--- src/design/acgs_pkg.sv ---
package acgs_pkg;

   localparam int GRID_DIM   = 128;
   localparam int POS_W      = 7;
   localparam int LIM_W      = 8;
   localparam int ADDR_W     = 2 * POS_W;
   localparam int CELL_W     = 5;
   localparam int KIND_W     = 2;
   localparam int DIR_W      = 4;
   localparam int ACT_W      = 2;
   localparam int RAD_W      = 2;
   localparam int SPAN_W     = 3;
   localparam int CNT_W      = 6;
   localparam int RND_W      = 16;
   localparam int SQ_W       = 12;
   localparam int DEN_W      = 12;
   localparam int WIDE_W     = 28;
   localparam int CSR_IDX_W  = 2;
   localparam int CSR_DATA_W = 8;
   localparam int MOD_STEP_W = 3;

   localparam logic [LIM_W-1:0]  GRID_LIMIT   = LIM_W'(GRID_DIM);
   localparam logic [RAD_W-1:0]  MAX_RADIUS   = 2'd3;
   localparam logic [RND_W-1:0]  PROB_GAIN    = 16'd65503;
   localparam logic [RND_W-1:0]  PROB_FLOOR   = 16'd16;
   localparam logic [RND_W-1:0]  RND_MAX      = 16'hFFFF;

   localparam logic [KIND_W-1:0] KIND_WRITE = 2'd0;
   localparam logic [KIND_W-1:0] KIND_READ  = 2'd1;
   localparam logic [KIND_W-1:0] KIND_STEP  = 2'd2;

   localparam logic [DIR_W-1:0] DIR_UP         = 4'd0;
   localparam logic [DIR_W-1:0] DIR_RIGHT      = 4'd1;
   localparam logic [DIR_W-1:0] DIR_DOWN       = 4'd2;
   localparam logic [DIR_W-1:0] DIR_LEFT       = 4'd3;
   localparam logic [DIR_W-1:0] DIR_UP_LEFT    = 4'd4;
   localparam logic [DIR_W-1:0] DIR_UP_RIGHT   = 4'd5;
   localparam logic [DIR_W-1:0] DIR_DOWN_RIGHT = 4'd6;
   localparam logic [DIR_W-1:0] DIR_DOWN_LEFT  = 4'd7;

   localparam logic [ACT_W-1:0] ACT_NONE = 2'd0;
   localparam logic [ACT_W-1:0] ACT_PICK = 2'd1;
   localparam logic [ACT_W-1:0] ACT_DROP = 2'd2;

   localparam logic [CSR_IDX_W-1:0] CSR_ROWS   = 2'd0;
   localparam logic [CSR_IDX_W-1:0] CSR_COLS   = 2'd1;
   localparam logic [CSR_IDX_W-1:0] CSR_RADIUS = 2'd2;

   typedef struct packed {
      logic             start;
      logic             drop;
      logic [CNT_W-1:0] count;
      logic [RAD_W-1:0] rad;
      logic [RND_W-1:0] rnd;
   } prob_req_type;

   typedef struct packed {
      logic done;
      logic hit;
   } prob_rsp_type;

   // Square of the window cell count less one, the probability denominator.
   function automatic logic [DEN_W-1:0] den_of(input logic [RAD_W-1:0] rad);
      logic [DEN_W-1:0] den;
      unique case (rad)
         2'd1: den = 12'd64;
         2'd2: den = 12'd576;
         default: den = 12'd2304;
      endcase
      return den;
   endfunction

   function automatic logic [POS_W-1:0] wrap_inc(input logic [POS_W-1:0] pos,
                                                 input logic [LIM_W-1:0] lim);
      logic [LIM_W-1:0] nxt;
      nxt = {1'b0, pos} + 8'd1;
      return (nxt == lim) ? '0 : nxt[POS_W-1:0];
   endfunction

   function automatic logic [POS_W-1:0] wrap_dec(input logic [POS_W-1:0] pos,
                                                 input logic [LIM_W-1:0] lim);
      logic [LIM_W-1:0] top;
      top = lim - 8'd1;
      return (pos == '0) ? top[POS_W-1:0] : pos - 7'd1;
   endfunction

endpackage

--- src/design/acgs_mod_unit.sv ---
module acgs_mod_unit
   import acgs_pkg::*;
(
   input  logic             clock,
   input  logic             reset,
   input  logic             start,
   input  logic [POS_W-1:0] row,
   input  logic [POS_W-1:0] col,
   input  logic [LIM_W-1:0] rows,
   input  logic [LIM_W-1:0] cols,
   output logic             done,
   output logic [POS_W-1:0] row_rem,
   output logic [POS_W-1:0] col_rem
);

   localparam logic [MOD_STEP_W-1:0] TOP_STEP = MOD_STEP_W'(POS_W - 1);

   logic                  busy_ff, busy_in;
   logic                  done_ff, done_in;
   logic [MOD_STEP_W-1:0] step_ff, step_in;
   logic [POS_W-1:0]      rrem_ff, rrem_in;
   logic [POS_W-1:0]      crem_ff, crem_in;
   logic [ADDR_W-1:0]     rdiv;
   logic [ADDR_W-1:0]     cdiv;

   // One quotient bit per cycle for both coordinates.
   always_comb begin
      rdiv    = ADDR_W'(rows) << step_ff;
      cdiv    = ADDR_W'(cols) << step_ff;
      busy_in = busy_ff;
      done_in = 1'b0;
      step_in = step_ff;
      rrem_in = rrem_ff;
      crem_in = crem_ff;
      if (start) begin
         busy_in = 1'b1;
         step_in = TOP_STEP;
         rrem_in = row;
         crem_in = col;
      end else if (busy_ff) begin
         if (ADDR_W'(rrem_ff) >= rdiv) begin
            rrem_in = rrem_ff - rdiv[POS_W-1:0];
         end
         if (ADDR_W'(crem_ff) >= cdiv) begin
            crem_in = crem_ff - cdiv[POS_W-1:0];
         end
         if (step_ff == '0) begin
            busy_in = 1'b0;
            done_in = 1'b1;
         end else begin
            step_in = step_ff - 3'd1;
         end
      end
   end

   always_ff @(posedge clock) begin
      if (reset) begin
         busy_ff <= 1'b0;
         done_ff <= 1'b0;
      end else begin
         busy_ff <= busy_in;
         done_ff <= done_in;
      end
      step_ff <= step_in;
      rrem_ff <= rrem_in;
      crem_ff <= crem_in;
   end

   assign done    = done_ff;
   assign row_rem = rrem_ff;
   assign col_rem = crem_ff;

endmodule

--- config.mk ---
export PLATFORM = sky130hd
export DESIGN_NAME = acgs_mod_unit
export DESIGN_NICKNAME = d
export VERILOG_FILES = /design/src/design/acgs_pkg.sv /design/src/design/acgs_mod_unit.sv
export SDC_FILE = /design/constraint.sdc
export NUM_CORES = 1
export LEC_CHECK = 0
export BUFFER_PORTS_ARGS = -buffer_cell sky130_fd_sc_hd__clkbuf_2
export CAP_MARGIN = 20
export CORE_MARGIN = 2
export CORE_UTILIZATION = 45
export DETAILED_ROUTE_END_ITERATION = 8
export GPL_TIMING_DRIVEN = 0
export HOLD_SLACK_MARGIN = 0.15
export PLACE_DENSITY = 0.76
export SLEW_MARGIN = 30
export SYNTH_ARGS = -nofsm -noshare
export SYNTH_HDL_FRONTEND = slang
export SYNTH_SLANG_ARGS = --single-unit
export TNS_END_PERCENT = 100
--- constraint.sdc ---
create_clock -name clock -period 3.58 [get_ports clock]
set_clock_uncertainty 0.15 [all_clocks]
set_input_delay 0.716 -clock clock [delete_from_list [all_inputs] [get_ports clock]]
set_output_delay 0.716 -clock clock [all_outputs]
set_load 0.01 [all_outputs]
==> summary.md <==
| Metric | Value |
|---|---|
| Register area share after synthesis | 0.286 |
| Worst-path cell chain | buf_6 -> buf_4 -> buf_2 -> nor3_1 -> and2_1 -> ha_1 -> fa_1 -> o21ai_0 -> nand2b_1 -> nand2_1 -> o32a_1 |
| Critical path's largest stage delay | 0.41 ns |
| Share of cells above drive strength 1 | 0.219 |
| Slew @ Worst Pin | ~0.53 ns |
| Worst-Skew Late Latency | ~0.25 ns |
| Number of global-route vias before repair | 1643 |
| Psw | 0.313 mW |
| Synth Area in Adders | 0.146 |
| Final Cycle Share | 0.906 |
| Top Family by Delay on Critical Path | compound AO/OA/AOI/OAI gates |
| Dpl ws | 0.340 ns |
| Drt via density | 5.40 |
| Register area | 520 um^2 |
| M2 GR Usage | 0.333 |
| Most common library cell in the layout ignoring fill and taps | clkbuf_2 |
| Crit path launch type | flip-flop |
| Largest net degree at the start of global routing | 11 |
| Port-buffer cells | 46 |
| Ys Warns | 0 |
| Min cycle time layout | 3.24 ns |
| PwrDens | slightly below 400 nW/um^2 |
| CORE AREA | 3940 um^2 |
| Drt total wl | between 4000 and 5000 um |
| Max clock buf depth | 2 |
| Worst Min Path Start | busy_ff$_SDFF_PP0_ |
| CP arrival | 3.01 ns |
| Mapped Area | between 1500 and 2000 um^2 |
| Util after Layout | 0.547 |
| CP endpoint kind | flip-flop |
| Asr flop ratio synth | 0 |
| Int Pwr | roughly 0.53 mW |
| CTS Hold Buffers Added | 0 |
| Clock sinks | 19 |
| Cell Rows | 23 |
| Compound-Gate Fraction of Synth Area | 0.190 |
| Fillers | 375 |
| RR Endpoint | col_rem[5]$_DFFE_PP_ |
| Reg2Reg Depth | 11 |
| Hold Slack | approximately 0.44 ns |
| Die H | 67.6 um |
| Buf/Inv on CP | 3 |
| Reg2Reg Launch Point | step_ff[1]$_SDFFE_PP1P_ |
| Routability congestion estimate | 0.888 |
| Die extent in x | 67.6 um |
| Combinational power share | 0.457 |
| Simple-gate share of the synthesized area | 0.190 |
| Status | finished, final reports clean |
| Req. time, crit path | 3.35 ns |
| Setup WS post-layout | 0.338 ns |
| Multi-input logic area | roughly 1200 um^2 |
| Mux contribution to synthesized area | 0.102 |
| Final hold viol count | 0 |
| CTS tree | yes |
| Slew HR | 0.643 |
| Peak Freq | 308 MHz |
| Fin. max-slew vios | 0 |
| Total setup buffers inserted after CTS | 0 |
| DIE AREA | 4570 um^2 |
| Leak | 1.00 nW |
| Max Cap Viol | 0 |
| Crit-path slowest cell | fa_1 |
| Ys flop type | edfxtp_1 |
| Syn Inst Count | 219 |
| Total gr overflow | 0 |
| GRT Total Usage | 0.209 |
| Post-DRT Antenna Nets | 0 |
| Hold Path End | done$_SDFF_PP0_ |
| Global-route track usage on met1 | 0.300 |
| R2R Setup Slk | 0.34 ns |
| WL/cell | roughly 14 um |
| Seq cells post-synth | 19 |
| First-pass GRT wire length | 7330 um |
| Antenna violations before repair | 0 |
| XOR/XNOR share of the synthesized area | 0.0337 |
| Setup TNS | 0 ns |
| Root Buffer | clkbuf_8 |
| Sequential share of power | 0.360 |
| Final HPWL DP | about 3500 um |
| Largest family of logic cells by synthesized area | compound AO/OA/AOI/OAI gates |
| Yosys cell types | 36 |
| Clock buffer count from CTS | 3 |
| DRT Pass-1 Iters | 4 |
| Mapped Avg Cell Area | 8.31 um^2 |
| Unrepaired setup endpoints after global routing | false |
| Vias | approximately 1700 |
| Final nets | 323 |
| Syn-to-layout area delta | 18.6% |
| Syn_nets | 272 |
| Diodes inserted | 0 |
| Worst vdd ir | 0.234 mV |
| Hold Path Class | flip-flop to flip-flop |
| CTS-repair resized insts | 0 |
| Clock Power Share | 0.183 |
| Hold path cells | 1 |
| I/O pin count | 48 |
| Number of remaining DRC errors | 0 |
| Initial Util | 0.462 |
| Worst-path fanout max | 10 |
| Final setup violation count | 0 |
| Reg clk slew, reported paths | around 0.08 ns |
| Most frequent cells in the layout | clkbuf_2 (46), nand2_1 (42), o21ai_0 (22) |
| Met3 GRT Util | 0.0233 |
| CP Class | flip-flop to flip-flop |
| Initial DRC count | 78 |
| Number of synthesized flops with an enable pin | 14 |
| GRT busiest layer | met2 |
| # H-tree levels | 1 |
| Sw Ratio | 0.371 |
metrics by stage:
| step | power (mW) | instance area [um^2] | std cells |
|---|---|---|---|
| global route | 0.908 | 2160 | 319 |
| global placement | 0.683 | 2110 | 315 |
| floorplan | 0.582 | 1820 | 219 |
| CTS | 0.846 | 2160 | 319 |
| detailed placement | 0.691 | 2110 | 315 |
| finish | 0.844 | 2160 | 319 |
worst reg2reg max path, cell delays in order (launching register included):
cell and delay (ns):
dfxtp_1 0.33, buf_6 0.14, buf_4 0.20, buf_2 0.23, nor3_1 0.08, and2_1 0.20
ha_1 0.21, fa_1 0.41, o21ai_0 0.38, nand2b_1 0.10, nand2_1 0.09, o32a_1 0.40
cell families (layout without fill, tap and decap cells):
kind of cell,after synthesis,after routing
fa+ha+maj,20,20
compound gates,56,56
flops,19,19
buf+inv,21,71
xor+xnor,7,7
mux,18,18
simple gates,78,78
worst max-delay path by stage:
stage	cells after the start	slack, ns	startpoint	to
2_1_floorplan	11	0.77	step_ff[1]$_SDFFE_PP1P_	col_rem[0]$_DFFE_PP_
3_3_place_gp	11	0.35	step_ff[1]$_SDFFE_PP1P_	col_rem[1]$_DFFE_PP_
3_5_place_dp	11	0.34	step_ff[1]$_SDFFE_PP1P_	col_rem[3]$_DFFE_PP_
4_1_cts	11	0.31	step_ff[1]$_SDFFE_PP1P_	col_rem[5]$_DFFE_PP_
5_1_grt	11	0.12	step_ff[1]$_SDFFE_PP1P_	col_rem[3]$_DFFE_PP_
6_report	11	0.34	step_ff[1]$_SDFFE_PP1P_	col_rem[5]$_DFFE_PP_
cell type report:
class / count / area share
Inverter: 10 / 0.0174
Tap cell: 50 / 0.0290
Sequential cell: 19 / 0.241
Clock buffer: 4 / 0.0209
Buffer: 11 / 0.0267
Timing Repair Buffer: 46 / 0.107
Multi-Input combinational cell: 179 / 0.558
power by group through the flow:
stage	clock network, mW	logic [mW]	registers (mW)
global placement	0	0.374	0.308
floorplan	0	0.264	0.319
global route	0.166	0.434	0.308
finish	0.154	0.386	0.304
CTS	0.157	0.385	0.305
detailed placement	0	0.381	0.310
state kept, by name (all words and copies together), names as in the netlist:
name     flops
row_rem      7
col_rem      7
step_ff      3
done         1
busy_ff      1
routing by layer:
| layer | vias to the layer above | share of wire |
|---|---|---|
| li1 | 892 | - |
| met1 | 795 | 0.51 |
| met2 | 35 | 0.44 |
| met3 | 2 | 0.047 |
| met4 | 0 | 0.0060 |
| met5 | - | 0 |
synth_stat cells (all sizes together), types with 5 or more instances:
master	n	area share
nand2	42	0.087
o21ai	22	0.060
ha	18	0.12
edfxtp	14	0.23
mux2i	14	0.077
a21oi	12	0.033
nor3	11	0.030
inv	10	0.021
nor2	8	0.016
clkbuf	7	0.014
dfxtp	5	0.055
xnor2	5	0.024
Power figures use the tool's default switching activity.
