[config.mk]
export PLATFORM = sky130hd
export DESIGN_NAME = acgs_prob_unit
export DESIGN_NICKNAME = d
export VERILOG_FILES = /design/src/design/acgs_pkg.sv /design/src/design/acgs_prob_unit.sv
export SDC_FILE = /design/constraint.sdc
export NUM_CORES = 1
export LEC_CHECK = 0
export ABC_AREA = 1
export BUFFER_PORTS_ARGS = -buffer_cell sky130_fd_sc_hd__buf_2
export CELL_PAD_IN_SITES_DETAIL_PLACEMENT = 0
export CELL_PAD_IN_SITES_GLOBAL_PLACEMENT = 1
export CORE_MARGIN = 3
export CORE_UTILIZATION = 40
export DETAILED_ROUTE_END_ITERATION = 7
export PLACE_DENSITY_LB_ADDON = 0.25
export SKIP_LAST_GASP = 1
export SYNTH_ARGS = -nofsm -noshare
export SYNTH_HDL_FRONTEND = slang
export SYNTH_SLANG_ARGS = --single-unit
[constraint.sdc]
create_clock -name clock -period 5.2 [get_ports clock]
set_input_delay 0.78 -clock clock [delete_from_list [all_inputs] [get_ports clock]]
set_output_delay 0.78 -clock clock [all_outputs]
set_load 0.02 [all_outputs]
[src/design/acgs_pkg.sv]
package acgs_pkg;

   localparam int GRID_DIM   = 128;
   localparam int POS_W      = 7;
   localparam int LIM_W      = 8;
   localparam int ADDR_W     = 2 * POS_W;
   localparam int CELL_W     = 5;
   localparam int KIND_W     = 2;
   localparam int DIR_W      = 4;
   localparam int ACT_W      = 2;
   localparam int RAD_W      = 2;
   localparam int SPAN_W     = 3;
   localparam int CNT_W      = 6;
   localparam int RND_W      = 16;
   localparam int SQ_W       = 12;
   localparam int DEN_W      = 12;
   localparam int WIDE_W     = 28;
   localparam int CSR_IDX_W  = 2;
   localparam int CSR_DATA_W = 8;
   localparam int MOD_STEP_W = 3;

   localparam logic [LIM_W-1:0]  GRID_LIMIT   = LIM_W'(GRID_DIM);
   localparam logic [RAD_W-1:0]  MAX_RADIUS   = 2'd3;
   localparam logic [RND_W-1:0]  PROB_GAIN    = 16'd65503;
   localparam logic [RND_W-1:0]  PROB_FLOOR   = 16'd16;
   localparam logic [RND_W-1:0]  RND_MAX      = 16'hFFFF;

   localparam logic [KIND_W-1:0] KIND_WRITE = 2'd0;
   localparam logic [KIND_W-1:0] KIND_READ  = 2'd1;
   localparam logic [KIND_W-1:0] KIND_STEP  = 2'd2;

   localparam logic [DIR_W-1:0] DIR_UP         = 4'd0;
   localparam logic [DIR_W-1:0] DIR_RIGHT      = 4'd1;
   localparam logic [DIR_W-1:0] DIR_DOWN       = 4'd2;
   localparam logic [DIR_W-1:0] DIR_LEFT       = 4'd3;
   localparam logic [DIR_W-1:0] DIR_UP_LEFT    = 4'd4;
   localparam logic [DIR_W-1:0] DIR_UP_RIGHT   = 4'd5;
   localparam logic [DIR_W-1:0] DIR_DOWN_RIGHT = 4'd6;
   localparam logic [DIR_W-1:0] DIR_DOWN_LEFT  = 4'd7;

   localparam logic [ACT_W-1:0] ACT_NONE = 2'd0;
   localparam logic [ACT_W-1:0] ACT_PICK = 2'd1;
   localparam logic [ACT_W-1:0] ACT_DROP = 2'd2;

   localparam logic [CSR_IDX_W-1:0] CSR_ROWS   = 2'd0;
   localparam logic [CSR_IDX_W-1:0] CSR_COLS   = 2'd1;
   localparam logic [CSR_IDX_W-1:0] CSR_RADIUS = 2'd2;

   typedef struct packed {
      logic             start;
      logic             drop;
      logic [CNT_W-1:0] count;
      logic [RAD_W-1:0] rad;
      logic [RND_W-1:0] rnd;
   } prob_req_type;

   typedef struct packed {
      logic done;
      logic hit;
   } prob_rsp_type;

   // Square of the window cell count less one, the probability denominator.
   function automatic logic [DEN_W-1:0] den_of(input logic [RAD_W-1:0] rad);
      logic [DEN_W-1:0] den;
      unique case (rad)
         2'd1: den = 12'd64;
         2'd2: den = 12'd576;
         default: den = 12'd2304;
      endcase
      return den;
   endfunction

   function automatic logic [POS_W-1:0] wrap_inc(input logic [POS_W-1:0] pos,
                                                 input logic [LIM_W-1:0] lim);
      logic [LIM_W-1:0] nxt;
      nxt = {1'b0, pos} + 8'd1;
      return (nxt == lim) ? '0 : nxt[POS_W-1:0];
   endfunction

   function automatic logic [POS_W-1:0] wrap_dec(input logic [POS_W-1:0] pos,
                                                 input logic [LIM_W-1:0] lim);
      logic [LIM_W-1:0] top;
      top = lim - 8'd1;
      return (pos == '0) ? top[POS_W-1:0] : pos - 7'd1;
   endfunction

endpackage

[src/design/acgs_prob_unit.sv]
module acgs_prob_unit
   import acgs_pkg::*;
(
   input  logic         clock,
   input  logic         reset,
   input  prob_req_type req,
   output prob_rsp_type rsp
);

   logic              v1_ff, v2_ff, done_ff;
   logic              hit_ff, hit_in;
   logic [SQ_W-1:0]   sq_ff;
   logic [WIDE_W-1:0] rhs1_ff, rhs2_ff, rhs_in;
   logic [WIDE_W-1:0] num_ff, num_in;
   logic [DEN_W-1:0]  den;
   logic [DEN_W-2:0]  half_ff;
   logic [RND_W-1:0]  t_val;
   logic              t_ok;
   logic              tok1_ff, tok2_ff;
   logic              drop1_ff, drop2_ff;
   logic              rmax1_ff, rmax2_ff;

   // The test rnd against floor(num/den)+16 becomes a compare of num
   // against (rnd-16)*den for a pick and (rnd-15)*den for a drop.
   always_comb begin
      den = den_of(req.rad);
      if (req.drop) begin
         t_ok  = req.rnd > (PROB_FLOOR - 16'd1);
         t_val = req.rnd - (PROB_FLOOR - 16'd1);
      end else begin
         t_ok  = req.rnd > PROB_FLOOR;
         t_val = req.rnd - PROB_FLOOR;
      end
      rhs_in = WIDE_W'(t_val) * WIDE_W'(den);
      num_in = WIDE_W'(sq_ff) * WIDE_W'(PROB_GAIN) + WIDE_W'(half_ff);
      if (drop2_ff) begin
         hit_in = !rmax2_ff && (!tok2_ff || num_ff >= rhs2_ff);
      end else begin
         hit_in = tok2_ff && num_ff < rhs2_ff;
      end
   end

   always_ff @(posedge clock) begin
      if (reset) begin
         v1_ff   <= 1'b0;
         v2_ff   <= 1'b0;
         done_ff <= 1'b0;
      end else begin
         v1_ff   <= req.start;
         v2_ff   <= v1_ff;
         done_ff <= v2_ff;
      end
      sq_ff    <= SQ_W'(req.count) * SQ_W'(req.count);
      rhs1_ff  <= rhs_in;
      half_ff  <= den[DEN_W-1:1];
      tok1_ff  <= t_ok;
      drop1_ff <= req.drop;
      rmax1_ff <= req.rnd == RND_MAX;
      num_ff   <= num_in;
      rhs2_ff  <= rhs1_ff;
      tok2_ff  <= tok1_ff;
      drop2_ff <= drop1_ff;
      rmax2_ff <= rmax1_ff;
      hit_ff   <= hit_in;
   end

   assign rsp.done = done_ff;
   assign rsp.hit  = hit_ff;

endmodule

==> results of run 1 <==
[layout make-up]
| class | count | area [um^2] |
|---|---|---|
| tap | 335 | 419 |
| clock inverter | 7 | 52.6 |
| clock buffer | 9 | 225 |
| fill | 2710 | 14600 |
| timing repair buffer | 44 | 258 |
| multi-input combinational | 910 | 7530 |
| sequential | 90 | 1800 |
| inverter | 380 | 1430 |
[worst min-delay path by stage]
stage | start | depth (start not counted) | endpoint | slack, ns
after floorplan | drop1_ff | 0 | drop2_ff | 0.31
after global placement | rhs1_ff[14] | 0 | rhs2_ff[14] | 0.31
after detailed placement | rhs1_ff[15] | 0 | rhs2_ff[15] | 0.31
after CTS | rhs1_ff[14] | 0 | rhs2_ff[14] | 0.33
after global routing | rhs1_ff[23] | 0 | rhs2_ff[23] | 0.33
final | rhs1_ff[18] | 0 | rhs2_ff[18] | 0.33
[flip-flops by register name (all words and copies together) (netlist names)]
| name | flops |
|---|---|
| num_ff | 22 |
| rhs1_ff | 22 |
| rhs2_ff | 22 |
| sq_ff | 11 |
| half_ff | 3 |
| done_ff | 1 |
| drop1_ff | 1 |
| drop2_ff | 1 |
| hit_ff | 1 |
| rmax1_ff | 1 |
| rmax2_ff | 1 |
| tok1_ff | 1 |
| tok2_ff | 1 |
| v1_ff | 1 |
| v2_ff | 1 |
[worst max-delay path, delay by kind of cell (launching register included)]
family                     cells  cell delay [ns]
buffers and inverters          4             0.24
adders and majority gates      6             3.13
and+or+nand+nor                6             0.90
DFF                            1             0.52
[cell usage after synthesis (all sizes together)]
| cell | n |
|---|---|
| a21o | 2 |
| a21oi | 37 |
| a31oi | 2 |
| and2 | 6 |
| buf | 4 |
| clkbuf | 2 |
| clkinv | 1 |
| conb | 1 |
| dfxtp | 90 |
| fa | 115 |
| ha | 196 |
| inv | 379 |
| nand2 | 305 |
| nand2b | 1 |
| nand3 | 54 |
| nand3b | 3 |
| nand4 | 13 |
| nor2 | 102 |
| nor3 | 6 |
| nor4 | 3 |
| o21a | 1 |
| o21ai | 17 |
| o21bai | 3 |
| or2 | 3 |
| xnor2 | 7 |
| xor2 | 31 |
[cells by family after synthesis]
kind of cell	Yosys count	synth area share [%]
buffers and inverters	386	13.5
AND/OR/NAND/NOR	496	19.3
XOR/XNOR	38	3.23
adder cells (fa/ha/maj)	311	44.2
AO/OA/AOI/OAI	62	3.04
flip-flops	90	16.7
other	1	0.0348
[metal layers]
metal  share of wire, %  up-vias
met5                  0        -
met3                3.5        9
met2                 41       87
li1                   -     4232
met1                 55     3590
met4               0.72        0
[per-stage QoR]
stage	setup WS, ns	area (um^2)	instances
2_1_floorplan	0.327	10800	1386
3_3_place_gp	0.119	11400	1759
3_5_place_dp	0.0672	11400	1759
4_1_cts	0.168	11700	1775
5_1_grt	0.0292	11700	1775
6_report	0.313	11700	1775
==> impl_metrics.yaml, run 1 <==
sta:
  maxSlewViolCount: 0
  setup_violations: 0
  fin_skew_ns: 0.00676
  slew_headroom_pct: 60.2
  timing.fmax_mhz: 205
  fin_crit_sh_pct: 94.0
  fin_setup_tns_ns: 0
  hold_violations: 0
  worstMarginPinSlew_ns: 0.595
  grt_setup_unrepaired: "false"
  period_minus_slack_ns: 4.89
  whs_ns: 0.326
clocking:
  cts_num_sinks: 90
  insertion_delay_ns: 0.34
  tritoncts: "yes"
  cts_setup_buffers: 0
  cts-root-buf: "clkbuf_16"
  cts.clk_slew.worst_paths_ns: 0.06
  cts.path.max_buffers: 2
  cts_resized: 0
  cts_buffers: 9
  hold_buffers: 0
  htreeDepth: 3
setup_path:
  crit_chain: "fa_2 > fa_1 > inv_1 > fa_1 > inv_1 > fa_1 > inv_1 > fa_1 > inv_1 > ha_1 > nand2_1 > nor2_1 > and2_1 > nand3_1 > nand4_1 > nand2_1"
  startpoint: "sq_ff[8]"
  required_ns: 5.43
  timing.rr.start: "sq_ff[8]"
  crit_end: "num_ff[22]"
  cpPeakStageDelay_ns: 0.62
  start_kind: "flop"
  ff2ff_setup_slack_ns: 0.31
  worstReg2RegEnd: "num_ff[22]"
  cp_max_fo: 7
  path_class: "flop to flop"
  slowest_stage: "fa_2"
  rr_worst_depth: 16
  cp-end-kind: "flop"
  worstPathArrival_ns: 5.12
placement:
  port_buffers: 29
  gp_congestion: 0.899
  dpl.hpwl_um: 19700
yosys:
  ys_seq_area_share_pct: 16.7
  synth_area_per_cell_um2: 7.78
  yosysTopAreaCellShare_pct: 22.8
  syn_area_um2: 10800
  netlist-cell-type-count: 38
  ys_ff_latch: 90
  synth_area_leaders: "ha_1 23%, fa_1 21%, dfxtp_1 17%, inv_1 13%, nand2_1 10%"
  syn_inst: 1384
  ys_warn_count: 0
  post-synth-top-area-cell: "ha_1"
final_layout:
  layout_common_cells: "375 x inv_1, 301 x nand2_1, 196 x ha_1"
  drive_gt1_share_pct: 5.97
  fin_nets: 1774
  layout_commonest_cell: "inv_1"
  utilization_pct: 44.6
  area_growth_pct: 8.74
  diodes: 0
outcome:
  status: "finished, final reports clean"
floorplanning:
  num_rows: 59
  start_util_pct: 41.0
  boundaryPins: 30
  dieHeight_um: 170
  fp.dieArea_um2: 28900
  core-area_um2: 26300
  die_w_um: 170
global_route:
  met3_usage_pct: 2.46
  grt_max_degree: 19
  grt_overflow: 0
  grt_use_met1_pct: 25.5
  grt_usage_pct: 16.3
  busiest_layer: "met1"
  grt_pass1_wl_um: 38500
  antenna_found_initial: 0
  use_met2_pct: 24.4
  grt_pass1_vias: 8000
drt:
  routed_wl_um: 21800
  first_iter_violations: 353
  viasPerCell: 4.46
  dr.pass1.iters: 4
  ant_nets: 0
  via_count: 7918
  routedWlPerCell_um: 12.3
  drc: 0
run:
  maxCapViolCount: 0
min_path:
  min_path_type: "flop to flop"
Power of run 1 is left out: the tool's default activity adds up to more than one toggle a clock period on the data nets, which glitch-free logic cannot reach.
==> run 2: changes to the inputs <==
Settings changed: CORE_MARGIN 3 to not set.
==> impl_metrics.yaml, run 2 (same netlist as run 1, synthesis figures left out) <==
clocking:
  cts.path.max_buffers: 2
  insertion_delay_ns: 0.34
  htreeDepth: 3
  cts.clk_slew.worst_paths_ns: 0.07
  cts_setup_buffers: 0
  cts-root-buf: "clkbuf_16"
  tritoncts: "yes"
  cts_buffers: 9
  cts_num_sinks: 90
setup_path:
  required_ns: 5.43
  timing.rr.start: "sq_ff[11]"
  worstReg2RegEnd: "num_ff[22]"
  crit_end: "num_ff[22]"
  worstPathArrival_ns: 5.15
  ff2ff_setup_slack_ns: 0.28
  rr_worst_depth: 15
  cp_max_fo: 5
  cp-end-kind: "flop"
  path_class: "flop to flop"
  start_kind: "flop"
  startpoint: "sq_ff[11]"
global_route:
  grt_pass1_vias: 7790
  grt_pass1_wl_um: 37700
  grt_usage_pct: 16.9
  grt_overflow: 0
  grt_max_degree: 19
  antenna_found_initial: 0
placement:
  dpl.hpwl_um: 19600
  port_buffers: 29
  gp_congestion: 0.839
  pre_cts_slack_ns: 0.0510
sta:
  maxSlewViolCount: 0
  timing.fmax_mhz: 203
  timing.final.ws_setup_ns: 0.279
  fin_crit_sh_pct: 94.6
  hold_violations: 0
  period_minus_slack_ns: 4.92
  whs_ns: 0.325
  grt_setup_unrepaired: "false"
  fin_setup_tns_ns: 0
  fin_skew_ns: 0.0112
  setup_violations: 0
floorplanning:
  dieHeight_um: 166
  die_w_um: 166
  boundaryPins: 30
  start_util_pct: 41.1
  num_rows: 59
  core-area_um2: 26200
  fp.dieArea_um2: 27600
final_layout:
  drive_gt1_share_pct: 6.11
  fin_nets: 1775
  layout_commonest_cell: "inv_1"
  largestRegisters: "num_ff x22, rhs1_ff x22, rhs2_ff x22"
  layout_common_cells: "375 x inv_1, 301 x nand2_1, 196 x ha_1"
  area_growth_pct: 9.34
  diodes: 0
  utilization_pct: 44.9
drt:
  viasPerCell: 4.44
  routedWlPerCell_um: 12.2
  first_iter_violations: 302
  via_count: 7886
  drc: 2
  routed_wl_um: 21700
  ant_nets: 0
  dr.pass1.iters: 6
run:
  maxCapViolCount: 0
outcome:
  violations: "DRC"
  status: "finished with violations"
min_path:
  min_path_type: "flop to flop"
==> run 2: cell count changes in the layout (fill, tap and decap cells not counted) <==
cell / change
clkbuf_8: +1
clkinv_2: -2
fa_1: -1
bufinv_16: +2
clkinv_4: -2
fa_2: +1
buf_4: +1
inv_6: +1
==> run 2: worst min path at each step <==
stage	cells after the start	to	slack [ns]	start
2_1_floorplan	0	drop2_ff	0.31	drop1_ff
3_3_place_gp	0	rhs2_ff[13]	0.31	rhs1_ff[13]
3_5_place_dp	0	rhs2_ff[14]	0.31	rhs1_ff[14]
4_1_cts	0	rhs2_ff[21]	0.33	rhs1_ff[21]
5_1_grt	0	rhs2_ff[14]	0.33	rhs1_ff[14]
6_report	0	rhs2_ff[14]	0.32	rhs1_ff[14]
==> run 2: critical path, stage by stage, from the launching register on <==
cell and delay [ns]:
dfxtp_1 0.48, fa_2 0.59, buf_4 0.20, fa_1 0.55, inv_1 0.12, fa_1 0.58
fa_1 0.46, fa_1 0.54, inv_1 0.04, ha_1 0.35, nand2_1 0.09, nor2_1 0.22
and2_1 0.21, nand3_1 0.17, nand4_1 0.14, nand2_1 0.07
==> run 2: through the flow <==
step	cells	cell area, um^2
global placement	1760	11400
floorplan	1386	10800
detailed placement	1760	11400
global route	1776	11800
CTS	1776	11800
finish	1776	11800
==> run 2: final cells by class <==
cell class	count	area, um^2
clock inverters	6	93.8
multi-input cells	910	7530
well taps	335	419
clock buffers	10	239
repair buffers	45	265
flip-flops and latches	90	1800
fillers	2673	14400
inverters	380	1430
==> run 2: layer usage <==
layer | track usage (%) | wire length (um)
met1 | 26.2 | 12100
met2 | 25.4 | 8880
met5 | 0 | 0
met4 | 2.68 | 108
met3 | 1.98 | 616
==> run 2: what timing repair did <==
item,in CTS,in global routing
hold buffers,0,0
gates resized for setup,0,4
setup endpoints to repair,0,9
hold endpoints to repair,0,0
Power of run 2 is left out for the same reason.
==> run 3: changes to the inputs <==
Settings changed: REMOVE_ABC_BUFFERS set to 1.
==> impl_metrics.yaml, run 3 (same netlist as run 1, synthesis figures left out) <==
sta:
  period_minus_slack_ns: 4.93
  fin_crit_sh_pct: 94.8
  setup_violations: 0
  hold_violations: 0
  maxSlewViolCount: 0
  timing.fmax_mhz: 203
  fin_skew_ns: 0.00935
  fin_setup_tns_ns: 0
  worstMarginPinSlew_ns: 0.501
  slew_headroom_pct: 66.6
  grt_setup_unrepaired: "true"
clocking:
  cts-root-buf: "clkbuf_16"
  cts_setup_buffers: 0
  tritoncts: "yes"
  insertion_delay_ns: 0.34
  cts.path.max_buffers: 2
  htreeDepth: 3
  hold_buffers: 0
  cts.clk_slew.worst_paths_ns: 0.07
  cts_buffers: 9
  cts_num_sinks: 90
final_layout:
  fin_nets: 1770
  fill_cells: 2643
  drive_gt1_share_pct: 5.64
  fin_cells: 1771
  area_growth_pct: 8.84
  diodes: 0
  layout_commonest_cell: "inv_1"
  largestRegisters: "num_ff x22, rhs1_ff x22, rhs2_ff x22"
  seq_area_um2: 1800
  multi_input_area_um2: 7520
  layout_common_cells: "375 x inv_1, 301 x nand2_1, 196 x ha_1"
  utilization_pct: 44.7
run:
  maxCapViolCount: 0
global_route:
  grt_max_degree: 19
  grt_overflow: 0
  grt_usage_pct: 16.8
  antenna_found_initial: 0
  grt_pass1_wl_um: 37500
  grt_pass1_vias: 7748
placement:
  dpl.hpwl_um: 19600
  port_buffers: 29
  dp_cells: 1755
  gp_congestion: 0.853
drt:
  routed_wl_um: 21800
  viasPerCell: 4.48
  ant_nets: 0
  routedWlPerCell_um: 12.3
  first_iter_violations: 394
  dr.pass1.iters: 7
  via_count: 7931
  drc: 1
setup_path:
  cp-end-kind: "flop"
  crit_chain: "fa_2 > fa_1 > inv_1 > fa_1 > inv_1 > fa_1 > inv_1 > fa_1 > inv_1 > ha_1 > nand2_1 > inv_1 > a21oi_1 > nand2_1 > nand2_1 > nand3_1 > nand2_1 > nand2_1"
  required_ns: 5.43
  path_class: "flop to flop"
  cp_top_family: "adder cells"
  start_kind: "flop"
  worstPathArrival_ns: 5.16
  slowest_stage: "fa_2"
  cp_max_fo: 7
  cpPeakStageDelay_ns: 0.64
  cp_num_buf_inv: 5
floorplanning:
  boundaryPins: 30
  die_w_um: 166
  dieHeight_um: 166
  fp.dieArea_um2: 27600
  start_util_pct: 41.1
  num_rows: 59
  core-area_um2: 26200
min_path:
  min_path_type: "flop to flop"
outcome:
  violations: "DRC"
  status: "finished with violations"
==> run 3: cell types whose count changed in the layout (fill, tap and decap cells not counted), sizes merged <==
cell | previous run | this run
buf | 45 | 40
clkbuf | 10 | 9
clkinv | 1 | 2
==> run 3: routing by layer <==
| metal | share of wire, % | vias to the layer above | wire length [um] | track usage [%] |
|---|---|---|---|---|
| li1 | - | 4221 | - | - |
| met1 | 54 | 3583 | 11700 | 25.2 |
| met2 | 42 | 117 | 9060 | 25.3 |
| met3 | 4.3 | 10 | 948 | 3.05 |
| met4 | 0.61 | 0 | 133 | 2.89 |
| met5 | 0 | - | 0 | 0 |
==> run 3: repair_timing <==
action | CTS | global route
setup endpoints to repair | 0 | 10
resized for setup | 0 | 2
hold endpoints to repair | 0 | 0
==> run 3: worst register-to-register path, stage by stage, from the launching register on <==
cell     delay (ns)
dfxtp_1        0.55
fa_2           0.64
fa_1           0.56
inv_1          0.06
fa_1           0.50
inv_1          0.06
fa_1           0.53
inv_1          0.06
fa_1           0.55
inv_1          0.05
ha_1           0.35
nand2_1        0.15
inv_1          0.05
a21oi_1        0.30
nand2_1        0.09
nand2_1        0.11
nand3_1        0.08
nand2_1        0.06
nand2_1        0.07
==> run 3: final timing paths <==
check | startpoint | to | slack (ns) | cells past startpoint
worst max-delay path | sq_ff[8] | num_ff[24] | 0.27 | 18
worst min-delay path | rhs1_ff[14] | rhs2_ff[14] | 0.32 | 0
worst max register to register | sq_ff[8] | num_ff[24] | 0.27 | 18
worst min register to register | rhs1_ff[14] | rhs2_ff[14] | 0.32 | 0
==> run 3: per-stage QoR <==
step           area (um^2)  setup WS [ns]  hold WS (ns)
4_1_cts              11700          0.153         0.320
3_3_place_gp         11400         0.0930         0.310
3_5_place_dp         11400         0.0494         0.312
6_report             11700          0.268         0.319
2_1_floorplan        10700         0.0938         0.310
5_1_grt              11700       -0.00455         0.323
==> run 3: area by class of cell <==
type / count / area share (%)
clock buffers: 9 / 1.92
inverters: 380 / 12.2
multi-input cells: 910 / 64.2
repair buffers: 40 / 1.94
clock inverters: 7 / 0.843
well taps: 335 / 3.58
flip-flops and latches: 90 / 15.4
Power of run 3 is left out for the same reason.
